--- config.mk ---
export PLATFORM = sky130hd
export DESIGN_NAME = websocket_frame_decoder_flat
export DESIGN_NICKNAME = d
export VERILOG_FILES = /design/src/hdl/wsfd_pkg.sv /design/src/hdl/wsfd_if.sv /design/src/hdl/wsfd_parse.sv /design/src/hdl/websocket_frame_decoder.sv /design/src/flat_wrapper.sv
export SDC_FILE = /design/constraint.sdc
export NUM_CORES = 1
export LEC_CHECK = 0
export BUFFER_PORTS_ARGS = -buffer_cell sky130_fd_sc_hd__buf_2
export CAP_MARGIN = 15
export CORE_ASPECT_RATIO = 2
export CORE_MARGIN = 2
export CORE_UTILIZATION = 40
export DETAILED_ROUTE_END_ITERATION = 6
export GPL_TIMING_DRIVEN = 0
export PLACE_DENSITY_LB_ADDON = 0.3
export SLEW_MARGIN = 10
export SYNTH_ARGS = -nofsm -noshare
export SYNTH_HDL_FRONTEND = slang
export SYNTH_SLANG_ARGS = --single-unit
--- constraint.sdc ---
create_clock -name clk_i -period 9.2 [get_ports clk_i]
set_input_delay 2.3 -clock clk_i [delete_from_list [all_inputs] [get_ports clk_i]]
set_output_delay 2.3 -clock clk_i [all_outputs]
set_load 0.02 [all_outputs]
--- src/hdl/wsfd_pkg.sv ---
// Shared types, codes and defaults for the WebSocket frame decoder.
package wsfd_pkg;

  // Defaults for the top-level parameters and the limit register
  localparam int unsigned OffsetWidthDef = 32;
  localparam logic [31:0] MaxPayloadRst  = 32'(16 * 1024 * 1024);

  // Result kinds
  localparam logic [1:0] KIND_HDR  = 2'd0;
  localparam logic [1:0] KIND_DATA = 2'd1;
  localparam logic [1:0] KIND_ERR  = 2'd2;

  // Action classes
  localparam logic [1:0] ACT_CLOSE  = 2'd0;
  localparam logic [1:0] ACT_PONG   = 2'd1;
  localparam logic [1:0] ACT_TEXT   = 2'd2;
  localparam logic [1:0] ACT_IGNORE = 2'd3;

  // Opcodes that select an action
  localparam logic [3:0] OP_TEXT  = 4'h1;
  localparam logic [3:0] OP_CLOSE = 4'h8;
  localparam logic [3:0] OP_PING  = 4'h9;

  // One result item
  typedef struct packed {
    logic [1:0]  kind;
    logic        fin_flag;
    logic [3:0]  frame_opcode;
    logic        mask_flag;
    logic [31:0] payload_len;
    logic [1:0]  action;
    logic [7:0]  data_byte;
    logic        end_of_frame;
  } wsfd_res_t;

  // Map an opcode to its action class
  function automatic logic [1:0] action_of(input logic [3:0] op);
    logic [1:0] act;
    unique case (op)
      OP_CLOSE: act = ACT_CLOSE;
      OP_PING:  act = ACT_PONG;
      OP_TEXT:  act = ACT_TEXT;
      default:  act = ACT_IGNORE;
    endcase
    return act;
  endfunction

endpackage

--- src/hdl/wsfd_if.sv ---
// Handshake channels of the frame decoder: byte in, result out, limit register write.
interface wsfd_byte_if;
  logic       valid;
  logic       ready;
  logic [7:0] rx_byte;

  modport source (output valid, output rx_byte, input ready);
  modport sink   (input valid, input rx_byte, output ready);
endinterface

interface wsfd_res_if;
  logic        valid;
  logic        ready;
  logic [1:0]  kind;
  logic        fin_flag;
  logic [3:0]  frame_opcode;
  logic        mask_flag;
  logic [31:0] payload_len;
  logic [1:0]  action;
  logic [7:0]  data_byte;
  logic        end_of_frame;

  modport source (output valid, output kind, output fin_flag, output frame_opcode,
                  output mask_flag, output payload_len, output action,
                  output data_byte, output end_of_frame, input ready);
  modport sink   (input valid, input kind, input fin_flag, input frame_opcode,
                  input mask_flag, input payload_len, input action,
                  input data_byte, input end_of_frame, output ready);
endinterface

interface wsfd_cfg_if;
  logic        valid;
  logic        ready;
  logic [31:0] max_payload_bytes;

  modport source (output valid, output max_payload_bytes, input ready);
  modport sink   (input valid, input max_payload_bytes, output ready);
endinterface

--- src/hdl/wsfd_parse.sv ---
// Frame header parser and payload unmasker: one byte of state update per cycle.
module wsfd_parse #(
  parameter int unsigned OFFSET_WIDTH = 32
) (
  input  logic                clk_i,
  input  logic                rst_ni,
  input  logic                byte_vld_i,
  input  logic [7:0]          rx_byte_i,
  input  logic [31:0]         max_payload_i,
  output logic                res_vld_o,
  output wsfd_pkg::wsfd_res_t res_o
);
  import wsfd_pkg::*;

  // Parser phases
  localparam logic [2:0] PH_HDR0  = 3'd0;
  localparam logic [2:0] PH_HDR1  = 3'd1;
  localparam logic [2:0] PH_EXT16 = 3'd2;
  localparam logic [2:0] PH_EXT64 = 3'd3;
  localparam logic [2:0] PH_MASK  = 3'd4;
  localparam logic [2:0] PH_DATA  = 3'd5;

  localparam logic [6:0] LEN_EXT16 = 7'd126;
  localparam logic [6:0] LEN_EXT64 = 7'd127;
  localparam logic [2:0] CNT_EXT16 = 3'd2;
  localparam logic [2:0] CNT_MASK  = 3'd4;
  localparam logic [64:0] OffRange = 65'(1) << OFFSET_WIDTH;

  logic [2:0]              phase_q, phase_d;
  logic [2:0]              cnt_q, cnt_d;
  logic [63:0]             len_q, len_d;
  logic [31:0]             key_q, key_d;
  logic [OFFSET_WIDTH-1:0] off_q, off_d;
  logic [3:0]              op_q, op_d;
  logic                    fin_q, fin_d;
  logic                    masked_q, masked_d;
  logic                    halted_q, halted_d;

  logic                    after_len;
  logic                    hdr_done;
  logic                    over;
  logic                    eof;
  logic [7:0]              key_byte;
  logic [64:0]             off_inc;

  // Key byte for this payload offset; first key byte sits in the top bits
  always_comb begin
    unique case (off_q[1:0])
      2'd0:    key_byte = key_q[31:24];
      2'd1:    key_byte = key_q[23:16];
      2'd2:    key_byte = key_q[15:8];
      default: key_byte = key_q[7:0];
    endcase
  end

  assign off_inc = 65'(off_q) + 65'd1;
  assign eof     = (off_inc == {1'b0, len_q});

  // Next state and result for one accepted byte
  always_comb begin
    phase_d   = phase_q;
    cnt_d     = cnt_q;
    len_d     = len_q;
    key_d     = key_q;
    off_d     = off_q;
    op_d      = op_q;
    fin_d     = fin_q;
    masked_d  = masked_q;
    halted_d  = halted_q;
    after_len = 1'b0;
    hdr_done  = 1'b0;
    over      = 1'b0;
    res_vld_o = 1'b0;
    res_o.kind         = KIND_DATA;
    res_o.data_byte    = 8'd0;
    res_o.end_of_frame = 1'b0;
    res_o.action       = 2'd0;

    if (byte_vld_i && !halted_q) begin
      unique case (phase_q)
        PH_HDR0: begin
          fin_d   = rx_byte_i[7];
          op_d    = rx_byte_i[3:0];
          phase_d = PH_HDR1;
        end
        PH_HDR1: begin
          masked_d = rx_byte_i[7];
          cnt_d    = 3'd0;
          if (rx_byte_i[6:0] == LEN_EXT16) begin
            len_d   = 64'd0;
            phase_d = PH_EXT16;
          end else if (rx_byte_i[6:0] == LEN_EXT64) begin
            len_d   = 64'd0;
            phase_d = PH_EXT64;
          end else begin
            len_d     = {57'd0, rx_byte_i[6:0]};
            after_len = 1'b1;
          end
        end
        PH_EXT16, PH_EXT64: begin
          len_d = {len_q[55:0], rx_byte_i};
          cnt_d = cnt_q + 3'd1;
          if ((phase_q == PH_EXT16 && cnt_d == CNT_EXT16) ||
              (phase_q == PH_EXT64 && cnt_d == 3'd0)) begin
            after_len = 1'b1;
          end
        end
        PH_MASK: begin
          key_d = {key_q[23:0], rx_byte_i};
          cnt_d = cnt_q + 3'd1;
          if (cnt_d == CNT_MASK) begin
            hdr_done = 1'b1;
          end
        end
        PH_DATA: begin
          res_vld_o          = 1'b1;
          res_o.kind         = KIND_DATA;
          res_o.action       = action_of(op_q);
          res_o.data_byte    = masked_q ? (rx_byte_i ^ key_byte) : rx_byte_i;
          res_o.end_of_frame = eof;
          off_d              = off_inc[OFFSET_WIDTH-1:0];
          if (eof) begin
            phase_d = PH_HDR0;
            off_d   = '0;
          end
        end
        default: begin
          phase_d = PH_HDR0;
        end
      endcase

      // Length complete: go for the key or finish the header
      if (after_len) begin
        cnt_d = 3'd0;
        key_d = 32'd0;
        if (masked_d) begin
          phase_d = PH_MASK;
        end else begin
          hdr_done = 1'b1;
        end
      end

      // Header complete: error and halt, or header result
      if (hdr_done) begin
        // Over limit: beyond the register, or beyond what the offset counter can reach
        over      = (len_d > {32'd0, max_payload_i}) || ({1'b0, len_d} > OffRange);
        res_vld_o = 1'b1;
        if (over) begin
          halted_d           = 1'b1;
          phase_d            = PH_HDR0;
          res_o.kind         = KIND_ERR;
          res_o.action       = ACT_CLOSE;
          res_o.end_of_frame = 1'b1;
        end else begin
          off_d              = '0;
          cnt_d              = 3'd0;
          res_o.kind         = KIND_HDR;
          res_o.action       = action_of(op_d);
          res_o.end_of_frame = (len_d == 64'd0);
          phase_d            = (len_d == 64'd0) ? PH_HDR0 : PH_DATA;
        end
      end
    end

    res_o.fin_flag     = fin_d;
    res_o.frame_opcode = op_d;
    res_o.mask_flag    = masked_d;
    res_o.payload_len  = (len_d[63:32] != 32'd0) ? 32'hFFFF_FFFF : len_d[31:0];
  end

  // Parser state
  always_ff @(posedge clk_i or negedge rst_ni) begin
    if (!rst_ni) begin
      phase_q  <= PH_HDR0;
      cnt_q    <= 3'd0;
      len_q    <= 64'd0;
      key_q    <= 32'd0;
      off_q    <= '0;
      op_q     <= 4'd0;
      fin_q    <= 1'b0;
      masked_q <= 1'b0;
      halted_q <= 1'b0;
    end else begin
      phase_q  <= phase_d;
      cnt_q    <= cnt_d;
      len_q    <= len_d;
      key_q    <= key_d;
      off_q    <= off_d;
      op_q     <= op_d;
      fin_q    <= fin_d;
      masked_q <= masked_d;
      halted_q <= halted_d;
    end
  end

  // An error result always leaves the parser halted
  assert property (@(posedge clk_i) disable iff (!rst_ni)
    res_vld_o && res_o.kind == KIND_ERR |=> halted_q)
    else $error("error result without halt");

  // Once halted, no further result is produced
  assert property (@(posedge clk_i) disable iff (!rst_ni)
    halted_q |-> !res_vld_o)
    else $error("result produced while halted");

  // Payload phase only runs with a length that is not zero
  assert property (@(posedge clk_i) disable iff (!rst_ni)
    phase_q == PH_DATA |-> len_q != 64'd0 && !halted_q)
    else $error("payload phase with empty frame");

endmodule

--- src/hdl/websocket_frame_decoder.sv ---
// Top level of the WebSocket frame decoder: limit register, parser and result buffer.
//
// Usage:
//   rx_i   : received stream, one byte per request (valid/ready).
//   res_o  : results: header complete, payload byte, or over-limit error.
//   cfg_i  : write of max_payload_bytes; always ready, write only while idle.
// Header bytes give no result; the last header byte gives the header result,
// and every payload byte gives one unmasked data result.
// Each result passes through the result register (or the skid entry) to res_o.
// Throughput: one byte per cycle while rx_i is ready; the state update is a
// combinational step between the parser registers and the result register.
// Stall: a two-entry output buffer (result register plus skid) lets rx_i keep
// taking bytes while the receiver holds ready low; rx_i ready drops once the
// skid entry is occupied.
// Reset: parser returns to the first header byte, buffers empty, limit set to
// 16 MiB. After an over-limit error the block drops all bytes until reset.
module websocket_frame_decoder #(
  parameter int unsigned OFFSET_WIDTH = wsfd_pkg::OffsetWidthDef
) (
  input  logic       clk_i,
  input  logic       rst_ni,
  wsfd_byte_if.sink  rx_i,
  wsfd_res_if.source res_o,
  wsfd_cfg_if.sink   cfg_i
);
  import wsfd_pkg::*;

  logic [31:0] max_q;
  logic        rx_fire;
  logic        new_vld;
  wsfd_res_t   new_res;
  logic        out_vld_q, skid_vld_q;
  wsfd_res_t   out_q, skid_q;
  logic        out_free;

  // Limit register
  assign cfg_i.ready = 1'b1;
  always_ff @(posedge clk_i or negedge rst_ni) begin
    if (!rst_ni) begin
      max_q <= MaxPayloadRst;
    end else if (cfg_i.valid) begin
      max_q <= cfg_i.max_payload_bytes;
    end
  end

  assign rx_i.ready = !skid_vld_q;
  assign rx_fire    = rx_i.valid && rx_i.ready;

  wsfd_parse #(
    .OFFSET_WIDTH(OFFSET_WIDTH)
  ) u_parse (
    .clk_i        (clk_i),
    .rst_ni       (rst_ni),
    .byte_vld_i   (rx_fire),
    .rx_byte_i    (rx_i.rx_byte),
    .max_payload_i(max_q),
    .res_vld_o    (new_vld),
    .res_o        (new_res)
  );

  // Result register and skid entry
  assign out_free = !out_vld_q || res_o.ready;

  always_ff @(posedge clk_i or negedge rst_ni) begin
    if (!rst_ni) begin
      out_vld_q  <= 1'b0;
      skid_vld_q <= 1'b0;
    end else if (out_free) begin
      out_vld_q  <= skid_vld_q || new_vld;
      skid_vld_q <= 1'b0;
    end else if (new_vld) begin
      skid_vld_q <= 1'b1;
    end
  end

  always_ff @(posedge clk_i) begin
    if (out_free) begin
      out_q <= skid_vld_q ? skid_q : new_res;
    end else if (new_vld) begin
      skid_q <= new_res;
    end
  end

  assign res_o.valid        = out_vld_q;
  assign res_o.kind         = out_q.kind;
  assign res_o.fin_flag     = out_q.fin_flag;
  assign res_o.frame_opcode = out_q.frame_opcode;
  assign res_o.mask_flag    = out_q.mask_flag;
  assign res_o.payload_len  = out_q.payload_len;
  assign res_o.action       = out_q.action;
  assign res_o.data_byte    = out_q.data_byte;
  assign res_o.end_of_frame = out_q.end_of_frame;

  // Skid entry only holds data behind a full result register
  assert property (@(posedge clk_i) disable iff (!rst_ni)
    skid_vld_q |-> out_vld_q)
    else $error("skid entry filled while result register empty");

  // Skid entry fills only on an accepted byte against a stalled receiver
  assert property (@(posedge clk_i) disable iff (!rst_ni)
    $rose(skid_vld_q) |-> $past(rx_fire) && !$past(res_o.ready))
    else $error("skid entry filled without a stalled request");

  // Skid entry drains only when the receiver takes the held result
  assert property (@(posedge clk_i) disable iff (!rst_ni)
    $fell(skid_vld_q) |-> $past(res_o.ready))
    else $error("skid entry lost");

endmodule

--- src/flat_wrapper.sv ---
// flat-port wrapper written by rule: the top's interface ports become plain ports
module websocket_frame_decoder_flat import wsfd_pkg::*;
#(
  parameter int unsigned OFFSET_WIDTH = wsfd_pkg::OffsetWidthDef
)
  (clk_i, rst_ni, rx_i_valid, rx_i_rx_byte, rx_i_ready, res_o_valid, res_o_kind, res_o_fin_flag, res_o_frame_opcode, res_o_mask_flag, res_o_payload_len, res_o_action, res_o_data_byte, res_o_end_of_frame, res_o_ready, cfg_i_valid, cfg_i_max_payload_bytes, cfg_i_ready);
  wsfd_byte_if rx_i_i ();
  wsfd_res_if res_o_i ();
  wsfd_cfg_if cfg_i_i ();
  input  logic clk_i;
  input  logic rst_ni;
  input wire logic [$bits(rx_i_i.valid)-1:0] rx_i_valid;
  input wire logic [$bits(rx_i_i.rx_byte)-1:0] rx_i_rx_byte;
  output wire logic [$bits(rx_i_i.ready)-1:0] rx_i_ready;
  output wire logic [$bits(res_o_i.valid)-1:0] res_o_valid;
  output wire logic [$bits(res_o_i.kind)-1:0] res_o_kind;
  output wire logic [$bits(res_o_i.fin_flag)-1:0] res_o_fin_flag;
  output wire logic [$bits(res_o_i.frame_opcode)-1:0] res_o_frame_opcode;
  output wire logic [$bits(res_o_i.mask_flag)-1:0] res_o_mask_flag;
  output wire logic [$bits(res_o_i.payload_len)-1:0] res_o_payload_len;
  output wire logic [$bits(res_o_i.action)-1:0] res_o_action;
  output wire logic [$bits(res_o_i.data_byte)-1:0] res_o_data_byte;
  output wire logic [$bits(res_o_i.end_of_frame)-1:0] res_o_end_of_frame;
  input wire logic [$bits(res_o_i.ready)-1:0] res_o_ready;
  input wire logic [$bits(cfg_i_i.valid)-1:0] cfg_i_valid;
  input wire logic [$bits(cfg_i_i.max_payload_bytes)-1:0] cfg_i_max_payload_bytes;
  output wire logic [$bits(cfg_i_i.ready)-1:0] cfg_i_ready;
  assign rx_i_i.valid = rx_i_valid;
  assign rx_i_i.rx_byte = rx_i_rx_byte;
  assign rx_i_ready = rx_i_i.ready;
  assign res_o_valid = res_o_i.valid;
  assign res_o_kind = res_o_i.kind;
  assign res_o_fin_flag = res_o_i.fin_flag;
  assign res_o_frame_opcode = res_o_i.frame_opcode;
  assign res_o_mask_flag = res_o_i.mask_flag;
  assign res_o_payload_len = res_o_i.payload_len;
  assign res_o_action = res_o_i.action;
  assign res_o_data_byte = res_o_i.data_byte;
  assign res_o_end_of_frame = res_o_i.end_of_frame;
  assign res_o_i.ready = res_o_ready;
  assign cfg_i_i.valid = cfg_i_valid;
  assign cfg_i_i.max_payload_bytes = cfg_i_max_payload_bytes;
  assign cfg_i_ready = cfg_i_i.ready;
  websocket_frame_decoder #(.OFFSET_WIDTH(OFFSET_WIDTH)) u_core (.clk_i(clk_i), .rst_ni(rst_ni), .rx_i(rx_i_i), .res_o(res_o_i), .cfg_i(cfg_i_i));
endmodule
== After elaboration in Yosys (flattened, before gate mapping) ==
Cells that the tools add are included.

* Bits in registers: 277
* Input bits: 45
* Output and inout bits: 54
* Logic and storage cells: 137

* Add/subtract/negate cells: 2
* Order comparisons: 2
* Eq/ne operators: 18
* Mux-type cells: 62
* Bitwise logic cells: 2
* Reduce and logical (&&, ||, !) cells: 23

{| class="wikitable"
|+ Operators with widths
! cell !! count
|-
| 32-bit 2-to-1 mux || 7
|-
| 64-bit 2-to-1 mux || 2
|-
| 64-bit one-hot mux with 2 select lines || 1
|-
| 65-bit by 64-bit equality test with 1-bit output || 1
|-
| 64-bit by 32-bit greater-than comparator with 1-bit output || 1
|-
| 64-bit by 33-bit greater-than comparator with 1-bit output (second input constant) || 1
|-
| 64-bit logical NOT || 1
|-
| 51-bit 2-to-1 mux || 1
|-
| 32-bit by 1-bit adder with 33-bit output (second input constant) || 1
|-
| 3-bit 2-to-1 mux || 11
|-
| 32-bit nonzero test || 1
|-
| 8-bit one-hot mux with 3 select lines || 1
|-
| 11-bit 2-to-1 mux || 2
|-
| 1-bit 2-to-1 mux || 21
|-
| 4-bit equality test (second input constant) || 4
|-
| 7-bit equality test (second input constant) || 2
|-
| 7-bit 2-to-1 mux || 2
|-
| 4-bit 2-to-1 mux || 3
|-
| 2-bit one-hot mux with 3 select lines || 2
|-
| 3-bit one-hot mux with 4 select lines || 1
|-
| 2-bit 2-to-1 mux || 5
|-
| 3-bit by 2-bit equality test with 1-bit output (second input constant) || 3
|-
| 3-bit equality test (second input constant) || 3
|-
| 4-bit by 1-bit equality test with 1-bit output (second input constant) || 2
|-
| other kinds (19) || 30
|}

== Longest topological paths before layout ==
* Depth after elaboration: 13
* Mapped depth: 18
* Gate-level depth less buffers: 15

== Cells and area by module ==
From an unflattened synthesis, not the netlist that was laid out.

* Cells, all modules: 1329
* Area, all modules: 14639.0 um^2

{| class="wikitable"
|+ Modules (own cells, without submodules)
! module !! times used !! cells each !! area each (um^2) !! seq. area each (um^2)
|-
| wsfd_parse || 1 || 1090 || 9407.8 || 3528.4
|-
| websocket_frame_decoder || 1 || 239 || 5231.3 || 3915.0
|}

== Worst setup path after synthesis ==
No wires, ideal clock.

* Kind: input to register
* From: input port res_o_ready
* To: register u_core.skid_q[0] (netlist name), enable pin
* Setup time: 0.477 ns
* Data arrival time: 6.230 ns
* Path slack: 2.494 ns
* Cell stages on the path: 2
* Buffers on the path: 0
* Cells stage by stage: nand2b_1 a21oi_1

* Longest elaborated chain between the ends: 3

{| class="wikitable"
|+ RTL lines
! item !! line !! text
|-
| from (decl) || flat_wrapper.sv:24 || <nowiki>input wire logic [$bits(res_o_i.ready)-1:0] res_o_ready;</nowiki>
|-
| 1-bit logical OR || websocket_frame_decoder.sv:62 || <nowiki>assign out_free = !out_vld_q || res_o.ready;</nowiki>
|-
| 1-bit inverter (no source line) || n/a ||
|-
| 2-bit AND reduction (no source line) || n/a ||
|-
| to (signal assigned) || websocket_frame_decoder.sv:80 || <nowiki>skid_q <= new_res;</nowiki>
|-
| to (decl) || websocket_frame_decoder.sv:33 || <nowiki>wsfd_res_t out_q, skid_q;</nowiki>
|}

No other way between the ends.
A chain may end at the register's enable or synchronous reset.

== Final worst setup path ==
* From: input port rx_i_rx_byte[1]
* To: register u_core.u_parse.off_q[31]

* Longest elaborated chain between the ends: 9
* Elaborated cells on any way between the ends: 17
* Those cells by class: order compare: 2; eq/ne: 2; mux: 12; reduce/logical: 1

{| class="wikitable"
|+ RTL lines
! item !! line !! text
|-
| from (decl) || flat_wrapper.sv:13 || <nowiki>input wire logic [$bits(rx_i_i.rx_byte)-1:0] rx_i_rx_byte;</nowiki>
|-
| 7-bit equality test || wsfd_parse.sv:92 || <nowiki>end else if (rx_byte_i[6:0] == LEN_EXT64) begin</nowiki>
|-
| 7-bit 2-to-1 mux || wsfd_parse.sv:92 ||
|-
| 7-bit 2-to-1 mux || wsfd_parse.sv:89 || <nowiki>if (rx_byte_i[6:0] == LEN_EXT16) begin</nowiki>
|-
| 64-bit one-hot mux with 2 select lines || wsfd_parse.sv:80 || <nowiki>unique case (phase_q)</nowiki>
|-
| 64-bit 2-to-1 mux || wsfd_parse.sv:79 || <nowiki>if (byte_vld_i && !halted_q) begin</nowiki>
|-
| 64-bit by 32-bit greater-than comparator with 1-bit output / 64-bit by 33-bit greater-than comparator with 1-bit output (equally long branches) || wsfd_parse.sv:146 || <nowiki>over = (len_d > {32'd0, max_payload_i}) || ({1'b0, len_d} > OffRange);</nowiki>
|-
| 1-bit logical OR || wsfd_parse.sv:146 ||
|-
| 32-bit 2-to-1 mux || wsfd_parse.sv:148 || <nowiki>if (over) begin</nowiki>
|-
| 32-bit 2-to-1 mux * || wsfd_parse.sv:144 || <nowiki>if (hdr_done) begin</nowiki>
|-
| to (signal assigned) || wsfd_parse.sv:178 || <nowiki>off_q <= '0;</nowiki>
|-
| to (signal assigned) || wsfd_parse.sv:188 || <nowiki>off_q <= off_d;</nowiki>
|-
| to (decl) || wsfd_parse.sv:33 || <nowiki>logic [OFFSET_WIDTH-1:0] off_q, off_d;</nowiki>
|}

Every way passes the cells marked *; elsewhere a longest branch is shown, timed or not. The select of a mux whose other input is x is not followed.

==> results.yml <==
die:
  die-area_um2: 37200
  start_util_pct: 40.6
  die_y_um: 271
  placementRows: 97
  core_um2: 35100
  ios: 99
  die_x_um: 137
placement:
  io_buffers: 96
  place.detailed.hpwl_mm: 33.5
  place_ws_ps: 1860
  place.gp.congestion: 0.963
sta:
  final.setup_skew_ps: 12.3
  min_period_ps: 6950
  final_max_slew_viol_count: 0
  final_hold_viol_count: 0
  finalWorstSetupSlack_ps: 2250
  finalSetupViolCount: 0
  slew_headroom_pct: 27.9
  rsz0062_at_grt: "false"
  worst_pin_slew_ps: 1080
  fmax_mhz: 144
  finalSetupTns_ps: 0
  finalCritPeriodShare_pct: 75.5
layout:
  nets: 1567
  syn_to_final_growth_pct: 14.2
  final_common_cell: "dfrtp_1"
  mostFrequentLayoutCells: "dfrtp_1 (174), nand2_1 (151), buf_2 (105)"
  n_antenna_cell: 0
  drive_gt1_share_pct: 14.8
cts:
  ctsHoldBuffers: 0
  post_cts_resized: 0
  cts-htree-levels: 1
  clk_latency_ps: 570
  path_clk_slew_ps: 70
  cts_tree: "done"
  clockBufferDepth: 3
  numCtsBuffers: 26
  postCtsSetupBuffers: 0
  root_buffer: "clkbuf_16"
  cts.sinks: 277
logic_synthesis:
  ys_async_sr_fraction_pct: 63.2
  syn_nets: 1439
  synth_cells: 1355
  ys_ff_latch: 277
  synth_area_per_cell_um2: 10.5
  synth_top_area_share_pct: 30.6
  synthDistinctLibCells: 68
  synth-edff-count: 102
  synth_area_leaders: "dfrtp_1 (31%), edfxtp_1 (22%), a22o_1 (4.5%), mux2_2 (4.2%), nand2_1 (4.0%)"
  synth_area_leader_cell: "dfrtp_1"
  netlist_area_um2: 14200
  synthFlopType: "dfrtp_1"
  synth_warnings: 0
  ys_seq_area_share_pct: 52.3
worst_setup_path:
  crit_slowest_cell: "a21oi_1"
  arrival_ps: 7400
  cpPeakStageDelay_ps: 910
  cp_cell_sequence: "buf_2, nand2_1, or3_1, nor2_1, nor2_1, a22o_1, ha_1, nand4_1, nor4_1, nand2b_1, a21oi_1, nor3_1, nand2_1, a21oi_1, o21ai_0, a21o_1"
  critPathMaxFanout: 10
  start_kind: "input pin"
  cp-end-kind: "flip-flop"
  required_ps: 9660
  critical_path_class: "in -> reg"
flow_run:
  drv_cap: 0
global_route:
  grt_antenna_before_repair: 0
  grt_usage_pct: 24.4
  grt_max_degree: 105
  grt_pass1_vias: 12000
  grt_first_pass_wirelength_mm: 69.2
  gr-total-overflow: 0
min_path:
  hold_path.class: "reg -> reg"
route:
  drt_iter0_drc: 787
  vias: 11500
  drc: 0
  firstDrtPassIters: 5
  wl_per_cell_um: 22.8
  viasPerCell: 5.90
  ant_nets: 0
  drt-total-wl_mm: 44.4
power_and_ir_drop:
  p_per_area_nw_per_um2: 152
  p_leak_nw: 7.27
  ir_worst_vdd_mv: 0.197
status:
  outcome: "finished clean"
==> cell usage after synthesis (5+ instances only) <==
cell / count
a211o_1: 5
a21o_1: 21
a21oi_1: 29
a221oi_1: 6
a222oi_1: 8
a22o_1: 73
a22oi_1: 26
a31oi_1: 12
and2_1: 9
and3_1: 7
and4_1: 9
buf_1: 11
buf_2: 10
clkbuf_1: 63
dfrtp_1: 174
edfxtp_1: 102
ha_1: 39
inv_1: 73
mux2_2: 53
mux2i_1: 7
nand2_1: 151
nand2b_1: 8
nand3_1: 31
nand4_1: 34
nor2_1: 56
nor3_1: 25
nor4_1: 24
o211ai_1: 28
o21ai_0: 95
o21ai_1: 7
o221ai_1: 6
o41ai_1: 5
or2_2: 8
or3_1: 15
or4_1: 5
xnor2_1: 39
xor2_1: 22
==> worst max-delay path: cells and delay by family <==
| family | cells | cell delay, ps |
|---|---|---|
| AND/OR/NAND/NOR | 9 | 2780 |
| AO/OA/AOI/OAI | 5 | 1770 |
| adder cells (fa/ha/maj) | 1 | 330 |
| buffers and inverters | 1 | 210 |
==> power by group <==
part	internal [mW]	leakage [nW]	total (mW)	switching, mW
combinational	0.0238	3.54	0.0758	0.0520
clock	0.615	0.411	1.11	0.497
sequential	1.28	3.32	1.29	0.00326
==> area by class of cell <==
class | instances | area [um^2]
fill | 3226 | 18800
sequential | 277 | 7440
multi-input combinational | 916 | 6180
clock buffer | 33 | 687
timing repair buffer | 100 | 593
tap | 445 | 557
buffer | 88 | 353
inverter | 74 | 278
clock inverter | 15 | 164
==> metal layers <==
layer	global-route usage [%]	part of all wire (%)	up-vias	wire, um
met5	0	0	-	0
met4	17.9	8.8	0	3890
met3	2.60	4.1	177	1810
met2	44.5	53	432	23700
met1	24.9	34	5621	14900
li1	-	-	5260	-
==> logic make-up after synthesis <==
| logic type | Yosys count | synth area share [%] |
|---|---|---|
| and+or+nand+nor | 404 | 14.2 |
| AOI/OAI and AO/OA | 351 | 17.2 |
| DFF | 277 | 52.3 |
| buffers and inverters | 162 | 4.43 |
| xor gates and xnor gates | 61 | 3.75 |
| muxes | 60 | 4.68 |
| adders and majority gates | 39 | 3.43 |
| other | 1 | 0.0263 |
==> per-stage QoR <==
| stage | power (mW) | area, um^2 | hold WS [ps] | utilization [%] | std cells |
|---|---|---|---|---|---|
| 4_1_cts | 2.50 | 16300 | 463 | 46.3 | 1948 |
| 3_5_place_dp | 1.39 | 15400 | 445 | 43.9 | 1900 |
| 3_3_place_gp | 1.39 | 15300 | 435 | 43.5 | 1896 |
| 5_1_grt | 2.55 | 16300 | 504 | 46.3 | 1948 |
| 2_1_floorplan | 1.35 | 14200 | 422 | - | 1355 |
| 6_report | 2.48 | 16300 | 462 | 46.3 | 1948 |
==> sequential cells by signal, indices dropped and copies added, names as in the netlist, 2 cells and up <==
register,count
u_core.u_parse.cnt_q,3
u_core.u_parse.phase_q,3
u_core.skid_q,51
u_core.u_parse.key_q,32
u_core.u_parse.len_q,64
u_core.max_q,32
u_core.res_o.action,2
u_core.res_o.kind,2
u_core.res_o.payload_len,32
u_core.res_o.data_byte,8
u_core.u_parse.off_q,32
u_core.u_parse.op_q,4
u_core.res_o.frame_opcode,4
==> final timing paths <==
| check | start | end | slack [ps] | depth (start not counted) |
|---|---|---|---|---|
| max | rx_i_rx_byte[1] | u_core.u_parse.off_q[31] | 2250 | 16 |
| min | u_core.u_parse.halted_q | u_core.u_parse.halted_q | 460 | 2 |
| max reg2reg | u_core.u_parse.phase_q[1] | u_core.u_parse.off_q[31] | 2740 | 15 |
| min reg2reg | u_core.u_parse.halted_q | u_core.u_parse.halted_q | 460 | 2 |
| max in group asynchronous | rst_ni | u_core.u_parse.key_q[20] | 6570 | 2 |
| min in group asynchronous | rst_ni | u_core.u_parse.len_q[61] | 1690 | 1 |
Note: power is estimated with default switching activity, not from simulation.
